<file path="src/rtl/acm_ram.sv">
`timescale 1ns / 1ps
module acm_ram #(
	parameter int DEPTH = 16,
	parameter int WIDTH = 8
) (
	input  logic                     clk,
	input  logic                     we,
	input  logic [$clog2(DEPTH)-1:0] waddr,
	input  logic [WIDTH-1:0]         wdata,
	input  logic [$clog2(DEPTH)-1:0] raddr,
	output logic [WIDTH-1:0]         rdata
);
	logic [WIDTH-1:0] mem [DEPTH];

	always_ff @(posedge clk) begin
		if (we) begin
			mem[waddr] <= wdata;
		end
	end

	always_ff @(posedge clk) begin
		rdata <= mem[raddr];
	end
endmodule

</file>
<file path="config.mk">
export PLATFORM = sky130hd
export DESIGN_NAME = acm_ram
export DESIGN_NICKNAME = d
export VERILOG_FILES = /design/src/rtl/acm_ram.sv
export SDC_FILE = /design/constraint.sdc
export NUM_CORES = 1
export LEC_CHECK = 0
export BUFFER_PORTS_ARGS = -buffer_cell sky130_fd_sc_hd__buf_2
export CAP_MARGIN = 0
export CORE_UTILIZATION = 45
export DETAILED_ROUTE_END_ITERATION = 10
export SLEW_MARGIN = 40
export SYNTH_ARGS = -nofsm -noshare
export SYNTH_HDL_FRONTEND = slang
export SYNTH_SLANG_ARGS = --single-unit
</file>
<file path="constraint.sdc">
create_clock -name clk -period 5.05 [get_ports clk]
set_clock_uncertainty 0.1 [all_clocks]
set_input_delay 0.2525 -clock clk [delete_from_list [all_inputs] [get_ports clk]]
set_output_delay 0.2525 -clock clk [all_outputs]
set_load 0.01 [all_outputs]
</file>
==> impl_metrics.py <==
metrics = {
    "yosys": {
        "synth_fp_nets": 247,
        "synthDistinctLibCells": 19,
        "ys_warn_count": 0,
        "synth_cells": 229,
        "ys_seq_area_share_pct": 77.78,
        "syn_area_um2": 5147,
        "syn_area_per_cell_um2": 22.48,
        "ys_seq_elements": 136,
    },
    "clock_tree": {
        "post_cts_resized": 0,
        "clockRootBuffer": "clkbuf_16",
        "htreeDepth": 4,
        "cts.clk_slew.worst_paths_ns": 0.05,
        "numCtsBuffers": 17,
        "cts_tree": "done",
        "insertion_delay_ns": 0.40,
        "cts_setup_buffers": 0,
        "cts.sinks": 136,
        "cts_buffer_depth": 2,
        "cts_hold_buf": 0,
    },
    "placement": {
        "dp.final_hpwl_um": 5846,
        "port_buffers": 25,
        "gp_congestion": 0.7712,
    },
    "floorplanning": {
        "die_area_um2": 11870,
        "row_count": 38,
        "coreArea_um2": 10980,
        "io_pins": 26,
        "start_util_pct": 46.87,
        "die_h_um": 109.0,
        "die_w_um": 109.0,
    },
    "detailed_routing": {
        "ant_nets": 0,
        "post_drt_wl_per_cell_um": 22.94,
        "vias": 2361,
        "via_per_inst": 5.635,
        "drt_iter0_drc": 140,
        "drt_wl_total_um": 9613,
        "dr.pass1.iters": 5,
        "drc": 0,
    },
    "sta": {
        "finalCritPeriodShare_pct": 32.65,
        "fmax_mhz": 606.5,
        "finalWorstPathRequiredPeriod_ns": 1.649,
        "fin_setup_tns_ns": 0,
        "maxSlewHeadroom_pct": 43.10,
        "slew_viol_final": 0,
        "final_hold_viol_count": 0,
        "rsz0062_at_grt": "no",
        "tightestPinTransition_ns": 0.8504,
        "hold_ws_ns": 0.1355,
        "finalSetupViolations": 0,
    },
    "setup_path": {
        "crit_arrival_ns": 1.57,
        "cp-end-kind": "flip-flop",
        "critPathRequiredTime_ns": 4.97,
        "crit_fanout": 8,
        "path_class": "input pin to flip-flop",
        "startpoint_type": "input pin",
    },
    "grt": {
        "antenna_found_initial": 0,
        "grt_pass1_wl_um": 14320,
        "grt_usage_pct": 18.14,
        "grt_pass1_vias": 2356,
        "grt.overflow.total": 0,
        "grt_max_degree": 33,
    },
    "final_layout": {
        "multiInputGateArea_um2": 1092,
        "fillerInstances": 849,
        "antenna_cells": 0,
        "regArea_um2": 4004,
        "drive_gt1_share_pct": 29.75,
        "areaGrowthSynthToFinish_pct": 16.02,
        "layout.nets": 284,
    },
    "pwr": {
        "power_density_nw_per_um2": 421.1,
        "power_mw": 2.515,
        "peakVddDrop_mv": 0.1921,
        "p_leak_nw": 1.981,
    },
    "run_status": {
        "status": "completed",
    },
    "worst_hold_path": {
        "hp-class": "input pin to flip-flop",
    },
    "run": {
        "cap_violations": 0,
    },
}
registers in the layout (all words and copies together) (netlist names):
signal,cells
mem,128
rdata,8
synth_stat cells:
cell type,count,area share (%)
a22oi_1,16,2.3
and2_1,1,0.12
and2b_1,1,0.15
buf_2,3,0.29
buf_4,1,0.15
buf_6,3,0.66
clkdlybuf4s25_2,3,0.58
dfxtp_1,8,3.1
edfxtp_1,128,75
mux4_1,14,7.1
mux4_2,18,7.9
nand2_1,9,0.66
nand2b_1,2,0.24
nand3_1,1,0.097
nand3b_1,2,0.29
nor2_1,13,0.95
nor2b_1,1,0.12
nor3_1,4,0.39
or3b_2,1,0.17
worst paths after layout:
path	from	cells past startpoint	slack (ns)	endpoint
hold reg to reg	mem[4][1]	3	0.57	rdata[1]
setup / recovery	waddr[2]	3	3.40	mem[2][7]
hold / removal	wdata[0]	1	0.14	mem[4][0]
setup reg to reg	mem[1][5]	3	3.56	rdata[5]
layout make-up:
type                       instances  area share (%)
clock inverter                     3          0.6704
sequential                       136           67.04
multi-input combinational         83           18.29
timing repair buffer              28           2.514
tap                              140           2.933
clock buffer                      29           8.548
power breakdown:
| group | internal (mW) | switching, mW | leakage (nW) |
|---|---|---|---|
| registers | 1.26 | 0.00710 | 1.22 |
| logic | 0.0458 | 0.0679 | 0.488 |
| clock network | 0.728 | 0.402 | 0.270 |
per-layer routing:
metal  part of all wire (%)  vias up  GRT usage [%]
met1                     44     1222          24.88
met4                    1.0        0          7.819
met5                      0        -              0
li1                       -     1049              -
met2                     49       83          27.00
met3                    6.1        7          5.499
kinds of logic (layout without fill, tap and decap cells):
| family | Yosys count | in the layout | synth area share [%] |
|---|---|---|---|
| muxes | 32 | 32 | 15.02 |
| AOI/OAI and AO/OA | 16 | 16 | 2.334 |
| buffers and inverters | 10 | 60 | 1.677 |
| and+or+nand+nor | 35 | 35 | 3.184 |
| DFF | 136 | 136 | 77.78 |
worst max-delay path: stages:
cell and delay [ns]:
buf_2 0.12, or3b_2 0.53, nor2_1 0.67
per-stage QoR:
stage	std cells	area (µm²)	setup slack (ns)	utilization (%)
6_report	419	5972	3.401	54.37
3_3_place_gp	387	5384	2.561	49.02
3_5_place_dp	387	5416	2.971	49.32
4_1_cts	419	5967	3.396	54.33
5_1_grt	419	5972	3.319	54.37
2_1_floorplan	229	5147	3.205	-
cell usage in the layout (no fill, tap or decap):
master,Yosys,layout
dfxtp_1,8,8
nor3_1,4,2
edfxtp_1,128,128
buf_2,3,24
clkbuf_8,0,4
nor2_1,13,3
nand3_1,1,1
nand3b_1,2,2
mux4_1,14,14
mux4_2,18,18
or3b_2,1,1
buf_4,1,4
clkbuf_1,0,8
nand2b_1,2,2
nor2_2,0,10
nor3_2,0,2
a22oi_1,16,16
clkbuf_16,0,17
and2_1,1,1
nand2_1,9,9
and2b_1,1,1
bufinv_16,0,1
nor2b_1,1,1
clkinv_2,0,2
Power figures use the tool's default switching activity.
